## src/hw/rtl/cme_pkg.sv

```systemverilog
package cme_pkg;

   // Command codes of the request channel
   typedef enum logic [2:0] {
      CMD_RESTART = 3'd0,
      CMD_MAP     = 3'd1,
      CMD_UINT    = 3'd2,
      CMD_SINT    = 3'd3,
      CMD_BOOL    = 3'd4,
      CMD_BYTES   = 3'd5,
      CMD_TEXT    = 3'd6,
      CMD_PAYLOAD = 3'd7
   } cmd_type;

   // CBOR major types
   localparam logic [2:0] MAJ_UINT = 3'd0;
   localparam logic [2:0] MAJ_NINT = 3'd1;
   localparam logic [2:0] MAJ_BSTR = 3'd2;
   localparam logic [2:0] MAJ_TSTR = 3'd3;
   localparam logic [2:0] MAJ_MAP  = 3'd5;

   // Additional-info codes for 1, 2, 4 and 8 argument bytes
   localparam logic [4:0] AI_ARG1 = 5'd24;
   localparam logic [4:0] AI_ARG2 = 5'd25;
   localparam logic [4:0] AI_ARG4 = 5'd26;
   localparam logic [4:0] AI_ARG8 = 5'd27;
   localparam logic [4:0] AI_DIRECT_MAX = 5'd23;

   // Boolean bytes
   localparam logic [7:0] CBOR_FALSE = 8'hf4;
   localparam logic [7:0] CBOR_TRUE  = 8'hf5;

   localparam logic [15:0] CAPACITY_RESET = 16'd4096;
   localparam int QUEUE_DEPTH_DEF = 2;

   // One encoded head: initial byte, count of argument bytes, and the
   // argument left-aligned so the first byte to send sits in [63:56]
   typedef struct packed {
      logic [7:0]  head;
      logic [3:0]  len;
      logic [63:0] arg_sh;
   } head_type;

   // Work descriptor handed from the front end to the byte sequencer
   typedef struct packed {
      logic        restart;
      logic        has_key;
      logic [7:0]  key_head;
      logic [3:0]  key_len;
      logic [31:0] key_sh;
      logic [7:0]  val_head;
      logic [3:0]  val_len;
      logic [63:0] val_sh;
   } desc_type;

   // Shortest-form head for a major type and argument
   function automatic head_type make_head(logic [2:0] major, logic [63:0] arg);
      head_type h;
      h.arg_sh = '0;
      if (arg <= {59'd0, AI_DIRECT_MAX}) begin
         h.head = {major, arg[4:0]};
         h.len  = 4'd0;
      end else if (arg <= 64'h0000_0000_0000_00ff) begin
         h.head   = {major, AI_ARG1};
         h.len    = 4'd1;
         h.arg_sh = {arg[7:0], 56'd0};
      end else if (arg <= 64'h0000_0000_0000_ffff) begin
         h.head   = {major, AI_ARG2};
         h.len    = 4'd2;
         h.arg_sh = {arg[15:0], 48'd0};
      end else if (arg <= 64'h0000_0000_ffff_ffff) begin
         h.head   = {major, AI_ARG4};
         h.len    = 4'd4;
         h.arg_sh = {arg[31:0], 32'd0};
      end else begin
         h.head   = {major, AI_ARG8};
         h.len    = 4'd8;
         h.arg_sh = arg;
      end
      return h;
   endfunction

endpackage

```

## src/hw/rtl/cme_front.sv

```systemverilog
module cme_front (
   input  logic [2:0]         req_cmd,
   input  logic [31:0]        req_key,
   input  logic [63:0]        req_value,
   input  logic signed [31:0] req_signed_value,
   input  logic               req_flag,
   input  logic [7:0]         req_data_byte,
   output cme_pkg::desc_type  desc
);
   import cme_pkg::*;

   head_type    key_h;
   head_type    val_h;
   logic [31:0] sv;

   assign sv    = unsigned'(req_signed_value);
   assign key_h = make_head(MAJ_UINT, {32'd0, req_key});

   // Classify the command into a restart, or an optional key head plus one value head or raw byte
   always_comb begin
      val_h = '0;
      desc  = '0;
      unique case (cmd_type'(req_cmd))
         CMD_RESTART: begin
            desc.restart = 1'b1;
         end
         CMD_MAP: begin
            val_h = make_head(MAJ_MAP, req_value);
         end
         CMD_UINT: begin
            desc.has_key = 1'b1;
            val_h = make_head(MAJ_UINT, req_value);
         end
         CMD_SINT: begin
            desc.has_key = 1'b1;
            // negative values carry -1 - v, which is the bitwise inverse
            if (sv[31]) begin
               val_h = make_head(MAJ_NINT, {32'd0, ~sv});
            end else begin
               val_h = make_head(MAJ_UINT, {32'd0, sv});
            end
         end
         CMD_BOOL: begin
            desc.has_key = 1'b1;
            val_h.head = req_flag ? CBOR_TRUE : CBOR_FALSE;
         end
         CMD_BYTES: begin
            desc.has_key = 1'b1;
            val_h = make_head(MAJ_BSTR, req_value);
         end
         CMD_TEXT: begin
            desc.has_key = 1'b1;
            val_h = make_head(MAJ_TSTR, req_value);
         end
         CMD_PAYLOAD: begin
            val_h.head = req_data_byte;
         end
         default: begin
            desc.restart = 1'b1;
         end
      endcase
      desc.key_head = key_h.head;
      desc.key_len  = key_h.len;
      desc.key_sh   = key_h.arg_sh[63:32];
      desc.val_head = val_h.head;
      desc.val_len  = val_h.len;
      desc.val_sh   = val_h.arg_sh;
   end

endmodule

```

## src/hw/rtl/cme_queue.sv

```systemverilog
module cme_queue #(
   parameter int DEPTH = cme_pkg::QUEUE_DEPTH_DEF
) (
   input  logic              clock,
   input  logic              reset,
   input  logic              push,
   input  cme_pkg::desc_type push_data,
   output logic              full,
   input  logic              pop,
   output logic              not_empty,
   output cme_pkg::desc_type pop_data
);
   import cme_pkg::*;

   localparam int IW = (DEPTH > 1) ? $clog2(DEPTH) : 1;
   localparam int CW = $clog2(DEPTH + 1);

   desc_type        mem [DEPTH];
   logic [IW-1:0]   wr_ptr_ff, wr_ptr_in;
   logic [IW-1:0]   rd_ptr_ff, rd_ptr_in;
   logic [CW-1:0]   count_ff, count_in;

   assign full      = (count_ff == CW'(DEPTH));
   assign not_empty = (count_ff != '0);
   assign pop_data  = mem[rd_ptr_ff];

   // Pointer and occupancy update
   always_comb begin
      wr_ptr_in = wr_ptr_ff;
      rd_ptr_in = rd_ptr_ff;
      count_in  = count_ff;
      if (push) begin
         wr_ptr_in = (wr_ptr_ff == IW'(DEPTH - 1)) ? '0 : wr_ptr_ff + 1'b1;
      end
      if (pop) begin
         rd_ptr_in = (rd_ptr_ff == IW'(DEPTH - 1)) ? '0 : rd_ptr_ff + 1'b1;
      end
      if (push && !pop) begin
         count_in = count_ff + 1'b1;
      end else if (pop && !push) begin
         count_in = count_ff - 1'b1;
      end
   end

   always_ff @(posedge clock) begin
      if (reset) begin
         wr_ptr_ff <= '0;
         rd_ptr_ff <= '0;
         count_ff  <= '0;
      end else begin
         wr_ptr_ff <= wr_ptr_in;
         rd_ptr_ff <= rd_ptr_in;
         count_ff  <= count_in;
      end
   end

   // Storage
   always_ff @(posedge clock) begin
      if (push) begin
         mem[wr_ptr_ff] <= push_data;
      end
   end

endmodule

```

## src/hw/rtl/cme_back.sv

```systemverilog
module cme_back (
   input  logic              clock,
   input  logic              reset,
   input  logic              csr_wr_en,
   input  logic [15:0]       csr_wr_data,
   input  logic              q_not_empty,
   input  cme_pkg::desc_type q_data,
   output logic              q_pop,
   output logic              rsp_valid,
   input  logic              rsp_stall,
   output logic [7:0]        rsp_out_byte,
   output logic              rsp_byte_valid,
   output logic              rsp_last,
   output logic              rsp_status,
   output logic [15:0]       rsp_bytes_used
);
   import cme_pkg::*;

   typedef enum logic [3:0] {
      PH_KHEAD = 4'b0001,
      PH_KARG  = 4'b0010,
      PH_VHEAD = 4'b0100,
      PH_VARG  = 4'b1000
   } phase_type;

   logic [15:0] capacity_ff;
   logic [15:0] wcount_ff, wcount_in;
   logic        cur_valid_ff, cur_valid_in;
   desc_type    cur_ff, cur_in;
   phase_type   phase_ff, phase_in;
   logic [3:0]  cnt_ff, cnt_in;
   logic [31:0] key_sh_ff, key_sh_in;
   logic [63:0] val_sh_ff, val_sh_in;

   logic        rsp_valid_ff, rsp_valid_in;
   logic [7:0]  out_byte_ff, out_byte_in;
   logic        byte_valid_ff, byte_valid_in;
   logic        last_ff, last_in;
   logic        status_ff, status_in;
   logic [15:0] used_ff, used_in;

   logic        out_free;
   logic        advance;
   logic        done;

   assign out_free = !rsp_valid_ff || !rsp_stall;
   assign advance  = cur_valid_ff && out_free;
   assign q_pop    = q_not_empty && (!cur_valid_ff || done);

   // Byte sequencer: one result per cycle while the output register is free
   always_comb begin
      wcount_in     = wcount_ff;
      phase_in      = phase_ff;
      cnt_in        = cnt_ff;
      key_sh_in     = key_sh_ff;
      val_sh_in     = val_sh_ff;
      done          = 1'b0;
      out_byte_in   = out_byte_ff;
      byte_valid_in = byte_valid_ff;
      last_in       = last_ff;
      status_in     = status_ff;
      used_in       = used_ff;
      if (advance) begin
         out_byte_in   = '0;
         byte_valid_in = 1'b0;
         last_in       = 1'b1;
         status_in     = 1'b0;
         if (cur_ff.restart) begin
            wcount_in = '0;
            done      = 1'b1;
         end else if (wcount_ff >= capacity_ff) begin
            // buffer full: one terminating status result
            status_in = 1'b1;
            done      = 1'b1;
         end else begin
            wcount_in     = wcount_ff + 16'd1;
            byte_valid_in = 1'b1;
            last_in       = 1'b0;
            unique case (phase_ff)
               PH_KHEAD: begin
                  out_byte_in = cur_ff.key_head;
                  cnt_in      = cur_ff.key_len;
                  phase_in    = (cur_ff.key_len == 4'd0) ? PH_VHEAD : PH_KARG;
               end
               PH_KARG: begin
                  out_byte_in = key_sh_ff[31:24];
                  key_sh_in   = {key_sh_ff[23:0], 8'd0};
                  cnt_in      = cnt_ff - 4'd1;
                  if (cnt_ff == 4'd1) begin
                     phase_in = PH_VHEAD;
                  end
               end
               PH_VHEAD: begin
                  out_byte_in = cur_ff.val_head;
                  cnt_in      = cur_ff.val_len;
                  phase_in    = PH_VARG;
                  last_in     = (cur_ff.val_len == 4'd0);
               end
               PH_VARG: begin
                  out_byte_in = val_sh_ff[63:56];
                  val_sh_in   = {val_sh_ff[55:0], 8'd0};
                  cnt_in      = cnt_ff - 4'd1;
                  last_in     = (cnt_ff == 4'd1);
               end
               default: begin
                  out_byte_in = cur_ff.val_head;
                  last_in     = 1'b1;
               end
            endcase
            done = last_in;
         end
         used_in = wcount_in;
      end
   end

   // Descriptor load, overlapping the final byte of the previous one
   always_comb begin
      cur_valid_in = cur_valid_ff;
      cur_in       = cur_ff;
      if (q_pop) begin
         cur_valid_in = 1'b1;
         cur_in       = q_data;
      end else if (done) begin
         cur_valid_in = 1'b0;
      end
   end

   // Output register valid
   always_comb begin
      rsp_valid_in = rsp_valid_ff;
      if (advance) begin
         rsp_valid_in = 1'b1;
      end else if (!rsp_stall) begin
         rsp_valid_in = 1'b0;
      end
   end

   // Control state
   always_ff @(posedge clock) begin
      if (reset) begin
         capacity_ff  <= CAPACITY_RESET;
         wcount_ff    <= '0;
         cur_valid_ff <= 1'b0;
         rsp_valid_ff <= 1'b0;
         phase_ff     <= PH_VHEAD;
         cnt_ff       <= '0;
      end else begin
         if (csr_wr_en) begin
            capacity_ff <= csr_wr_data;
         end
         wcount_ff    <= wcount_in;
         cur_valid_ff <= cur_valid_in;
         rsp_valid_ff <= rsp_valid_in;
         if (q_pop) begin
            phase_ff <= q_data.has_key ? PH_KHEAD : PH_VHEAD;
            cnt_ff   <= '0;
         end else begin
            phase_ff <= phase_in;
            cnt_ff   <= cnt_in;
         end
      end
   end

   // Payload registers
   always_ff @(posedge clock) begin
      cur_ff        <= cur_in;
      key_sh_ff     <= q_pop ? q_data.key_sh : key_sh_in;
      val_sh_ff     <= q_pop ? q_data.val_sh : val_sh_in;
      out_byte_ff   <= out_byte_in;
      byte_valid_ff <= byte_valid_in;
      last_ff       <= last_in;
      status_ff     <= status_in;
      used_ff       <= used_in;
   end

   assign rsp_valid      = rsp_valid_ff;
   assign rsp_out_byte   = out_byte_ff;
   assign rsp_byte_valid = byte_valid_ff;
   assign rsp_last       = last_ff;
   assign rsp_status     = status_ff;
   assign rsp_bytes_used = used_ff;

endmodule

```

## src/hw/rtl/cbor_map_field_encoder_core.sv

```systemverilog
// CBOR map field encoder.
// Request channel (req_valid / req_stall): one command per transaction;
// restart, map head, key plus unsigned / signed / bool / string head, or one
// raw payload byte. Result channel (rsp_valid / rsp_stall): one transaction
// per written byte, or one status-only result on restart or a full buffer;
// rsp_last marks the final result of a command.
// csr_wr_en / csr_wr_data write the 16-bit buffer capacity (reset 4096).
// After a command is accepted it passes the descriptor queue, the sequencer
// load and the output register before its first result shows rsp_valid.
// The byte sequencer emits one result per cycle while the output register is
// free; a command yields 1 to 14 results (its head bytes). The next command's
// descriptor loads alongside the final result of the previous one, and the
// request side accepts until the descriptor queue (QUEUE_DEPTH entries) fills.
// Reset clears the byte count and the queue and restores the capacity.
// A stalled result holds in the output register; the sequencer then waits,
// the queue fills and req_stall rises.
module cbor_map_field_encoder_core #(
   parameter int QUEUE_DEPTH = cme_pkg::QUEUE_DEPTH_DEF
) (
   input  logic               clock,
   input  logic               reset,
   input  logic               csr_wr_en,
   input  logic [15:0]        csr_wr_data,
   input  logic               req_valid,
   output logic               req_stall,
   input  logic [2:0]         req_cmd,
   input  logic [31:0]        req_key,
   input  logic [63:0]        req_value,
   input  logic signed [31:0] req_signed_value,
   input  logic               req_flag,
   input  logic [7:0]         req_data_byte,
   output logic               rsp_valid,
   input  logic               rsp_stall,
   output logic [7:0]         rsp_out_byte,
   output logic               rsp_byte_valid,
   output logic               rsp_last,
   output logic               rsp_status,
   output logic [15:0]        rsp_bytes_used
);
   import cme_pkg::*;

   desc_type front_desc;
   desc_type q_data;
   logic     q_full;
   logic     q_push;
   logic     q_pop;
   logic     q_not_empty;

   assign req_stall = q_full;
   assign q_push    = req_valid && !q_full;

   cme_front u_front (
      .req_cmd          (req_cmd),
      .req_key          (req_key),
      .req_value        (req_value),
      .req_signed_value (req_signed_value),
      .req_flag         (req_flag),
      .req_data_byte    (req_data_byte),
      .desc             (front_desc)
   );

   cme_queue #(
      .DEPTH (QUEUE_DEPTH)
   ) u_queue (
      .clock     (clock),
      .reset     (reset),
      .push      (q_push),
      .push_data (front_desc),
      .full      (q_full),
      .pop       (q_pop),
      .not_empty (q_not_empty),
      .pop_data  (q_data)
   );

   cme_back u_back (
      .clock          (clock),
      .reset          (reset),
      .csr_wr_en      (csr_wr_en),
      .csr_wr_data    (csr_wr_data),
      .q_not_empty    (q_not_empty),
      .q_data         (q_data),
      .q_pop          (q_pop),
      .rsp_valid      (rsp_valid),
      .rsp_stall      (rsp_stall),
      .rsp_out_byte   (rsp_out_byte),
      .rsp_byte_valid (rsp_byte_valid),
      .rsp_last       (rsp_last),
      .rsp_status     (rsp_status),
      .rsp_bytes_used (rsp_bytes_used)
   );

   // A full-buffer result always ends its command
   a_status_ends: assert property (@(posedge clock) disable iff (reset)
      rsp_valid && rsp_status |-> rsp_last && !rsp_byte_valid)
      else $error("status result not marked last");

   // A result without a byte and without status is a restart: count is zero
   a_restart_zero: assert property (@(posedge clock) disable iff (reset)
      rsp_valid && !rsp_byte_valid && !rsp_status |-> rsp_bytes_used == 16'd0)
      else $error("restart result with nonzero count");

   // A written byte is never reported with the full status
   a_byte_ok: assert property (@(posedge clock) disable iff (reset)
      rsp_valid && rsp_byte_valid |-> !rsp_status)
      else $error("byte result flagged full");

   // The sequencer only takes a descriptor the queue holds
   a_pop_nonempty: assert property (@(posedge clock) disable iff (reset)
      q_pop |-> q_not_empty)
      else $error("queue popped while empty");

endmodule
```

## config.mk

```make
export PLATFORM = sky130hd
export DESIGN_NAME = cbor_map_field_encoder_core
export DESIGN_NICKNAME = d
export VERILOG_FILES = /design/src/hw/rtl/cme_pkg.sv /design/src/hw/rtl/cme_front.sv /design/src/hw/rtl/cme_queue.sv /design/src/hw/rtl/cme_back.sv /design/src/hw/rtl/cbor_map_field_encoder_core.sv
export SDC_FILE = /design/constraint.sdc
export NUM_CORES = 1
export LEC_CHECK = 0
export BUFFER_PORTS_ARGS = -buffer_cell sky130_fd_sc_hd__buf_2
export CORE_MARGIN = 5
export CORE_UTILIZATION = 64
export DETAILED_ROUTE_END_ITERATION = 6
export GPL_TIMING_DRIVEN = 0
export PLACE_DENSITY = 0.89
export SETUP_SLACK_MARGIN = 0.4
export SYNTH_ARGS = -nofsm -noshare
export SYNTH_HDL_FRONTEND = slang
export SYNTH_SLANG_ARGS = --single-unit
```

## constraint.sdc

```tcl
create_clock -name clock -period 12.68 [get_ports clock]
set_input_delay 1.902 -clock clock [delete_from_list [all_inputs] [get_ports clock]]
set_output_delay 1.902 -clock clock [all_outputs]
set_load 0.01 [all_outputs]
```

==> run metrics <==
Worst path max stage delay 1.07 ns; Antenna Violating Nets Remaining 0; Final nets 1964; Gate Count Post-Synth 1547; Post-Place Cells 2137; reg2reg path depth 10; max-cap violations 0; top cell type's share of synthesized area 0.5639; utilization after layout 0.7399; area of the core 31390 um2; H-tree depth 2; clock buffer depth 3; Net Sw Frac 0.3115; crit-path most repeated cell nand2_1; Post-Syn Area 20240 um2; cts repair resizes 0; period utilization 0.3604; EDFF count, synth 380; combinational share of power 0.312; Async SR Flop Fraction 0; Max Clock Skew 0.01831 ns; DRC 0; die width 187.8 um; Psw 1.599 mW; Top FF cell, synth edfxtp_1; worst hold slack 0.5050 ns; Final Routed Wirelength 62720 um; CTS tree built; Slowest-stage cell, CP inv_1; fin cells 2212; Flop pwr share 0.439; starting density of the core 0.6446; die area 35270 um2; RSZ-0062 raised after global routing false; Post-CTS Setup Bufs 0; Hold Fails Final Rpt 0; final slew viol count 0; pwr dens 221.0 nW/um2; leading post-synthesis cells by cell area edfxtp_1, mux2_4, mux2_2; Routed WL per cell 28.35 um; Ports 190; clock sink count 427; final setup fails 0; total CTS buffers 42; GPL Wtd Cong 0.9767; cell taking the most area after synthesis edfxtp_1; Crit. End Element flop; Total GRT Usage 0.3474; via/cell ratio 6.816; power share of the clock group 0.249; Slew @ Worst Pin 1.301 ns; Port Buffers 181; DP HPWL 44830 um; Leakage 8.551 nW; Initial DRT Pass Iterations 6; Final WS setup 8.110 ns; Syn. warnings 0; worst slack, placed 7.680 ns; Setup TNS Final 0 ns; largest net degree at the start of global routing 63; FP Rows 65; Seq/Total Area, Yosys 0.6104; layout cells sized above 1 0.2630; most frequent cell after synthesis edfxtp_1; Clk Tree Root Cell clkbuf_16; first-pass GRT wire length 93320 um; Slew HR 0.1319; Synth top cells by count edfxtp_1, nor2_1, a21oi_1, mux2_2, mux2_4; Syn Area/Cell 13.08 um2; initial antenna violation count 3; Min Clock Period, post-route 4.570 ns; Arrival @ worst endpoint 4.98 ns; Yosys cell types 71; Syn Nets 1732; critical path fanouts, max 28; clock transition at the registers of the reported paths 0.06 ns; Diodes inserted 0; #FFs+latches synth 427; area grow syn2layout 14.78%; Via Count 15076; maximum clock frequency 0.2188 GHz; WHS Path Cells 2; HP Class flop to flop; Crit path required time 13.09 ns; CP Cell Sequence buf_2, nand2_1, nand2_1, inv_1, nand2_1, a2111oi_0, nand3_1, mux2i_1, nor3_1; crit path kind input pin to flop; vias in the first global route 15198; Die Ht 187.8 um; CTS Hold Bufs 0; maximum vdd drop 0.0001767 V; Iter 0 DRT Violations 2148; Worst Setup Start Kind input pin; P_int 3.534 mW; FILL cells 1894; outcome complete, no violations; Clk Latency, worst-skew pair 0.56 ns; GR Overflow Total 0
## sequential cells by signal (all words and copies together) (netlist names), named ones only
register,flops
u_back.rsp_out_byte,8
u_back.key_sh_ff,32
u_back.rsp_status,1
u_back.phase_ff,4
u_back.val_sh_ff,64
u_queue.mem,236
u_back.cnt_ff,4
u_queue.count_ff,2
u_back.rsp_last,1
u_back.rsp_byte_valid,1
u_back.wcount_ff,16
u_queue.wr_ptr_ff,1
u_back.cur_ff,21
u_queue.rd_ptr_ff,1
u_back.cur_valid_ff,1
u_back.rsp_valid,1
u_back.rsp_bytes_used,16
u_back.capacity_ff,16
## cell families after synthesis
group,synth area share
compound gates,0.1038
xor+xnor,0.005194
fa+ha+maj,0.01484
buf+inv,0.02912
flops,0.6104
mux,0.1342
simple gates,0.1025
## cells in the final DEF, fill, tap and decap left out, types with 25 or more instances in the layout
master | synthesis | final
edfxtp_1 | 380 | 380
buf_2 | 15 | 196
nor2_1 | 139 | 138
a21oi_1 | 109 | 109
mux2_2 | 103 | 103
mux2_4 | 81 | 81
clkbuf_1 | 65 | 70
nand2_1 | 63 | 62
dfxtp_1 | 47 | 47
clkbuf_16 | 0 | 42
inv_1 | 41 | 41
o21ai_0 | 40 | 39
and3_1 | 40 | 39
mux2i_1 | 34 | 34
o22ai_1 | 33 | 33
nor4_1 | 25 | 25
## area by class of cell
type | instances | area, um2 | area share
buffer | 92 | 431.7 | 0.01859
clock buffer | 47 | 1070 | 0.04606
clock inverter | 28 | 330.3 | 0.01422
inverter | 42 | 157.7 | 0.006788
multi-input combinational | 986 | 7321 | 0.3152
sequential | 427 | 12350 | 0.5318
tap | 402 | 503.0 | 0.02166
timing repair buffer | 188 | 1061 | 0.04568
## power by group through the flow
stage	Sequential [mW]	Clock (mW)	Combinational, mW
final	2.25	1.28	1.60
after global routing	2.27	1.34	1.68
after CTS	2.25	1.28	1.59
after detailed placement	2.26	0	1.55
after global placement	2.31	0	1.44
after floorplan	2.25	0	1.08
## critical path, delay by kind of cell
kind / cells / cell delay, ns
AND/OR/NAND/NOR: 5 / 1.18
AO/OA/AOI/OAI: 1 / 0.48
multiplexers: 1 / 0.21
buffers and inverters: 2 / 1.19
## through the flow
step	area, um2	total power [mW]
6_report	23230	5.134
5_1_grt	23230	5.297
4_1_cts	23220	5.115
3_5_place_dp	21820	3.812
3_3_place_gp	21640	3.747
2_1_floorplan	20240	3.330
## worst paths after layout
path	start	endpoint	slack, ns
min	u_back.capacity_ff[1]	u_back.capacity_ff[1]	0.50
max reg2reg	u_back.wcount_ff[0]	u_back.key_sh_ff[7]	8.59
min reg2reg	u_back.capacity_ff[1]	u_back.capacity_ff[1]	0.50
max	rsp_stall	u_back.phase_ff[1]	8.11
## layer usage
layer | global-route usage | routed length (um) | share of wire
met4 | 0.1366 | 2913 | 0.046
met2 | 0.5811 | 30350 | 0.48
met3 | 0.08340 | 7111 | 0.11
met1 | 0.4422 | 22310 | 0.36
met5 | 0 | 31 | 0.00049
Power figures use the tool's default switching activity.
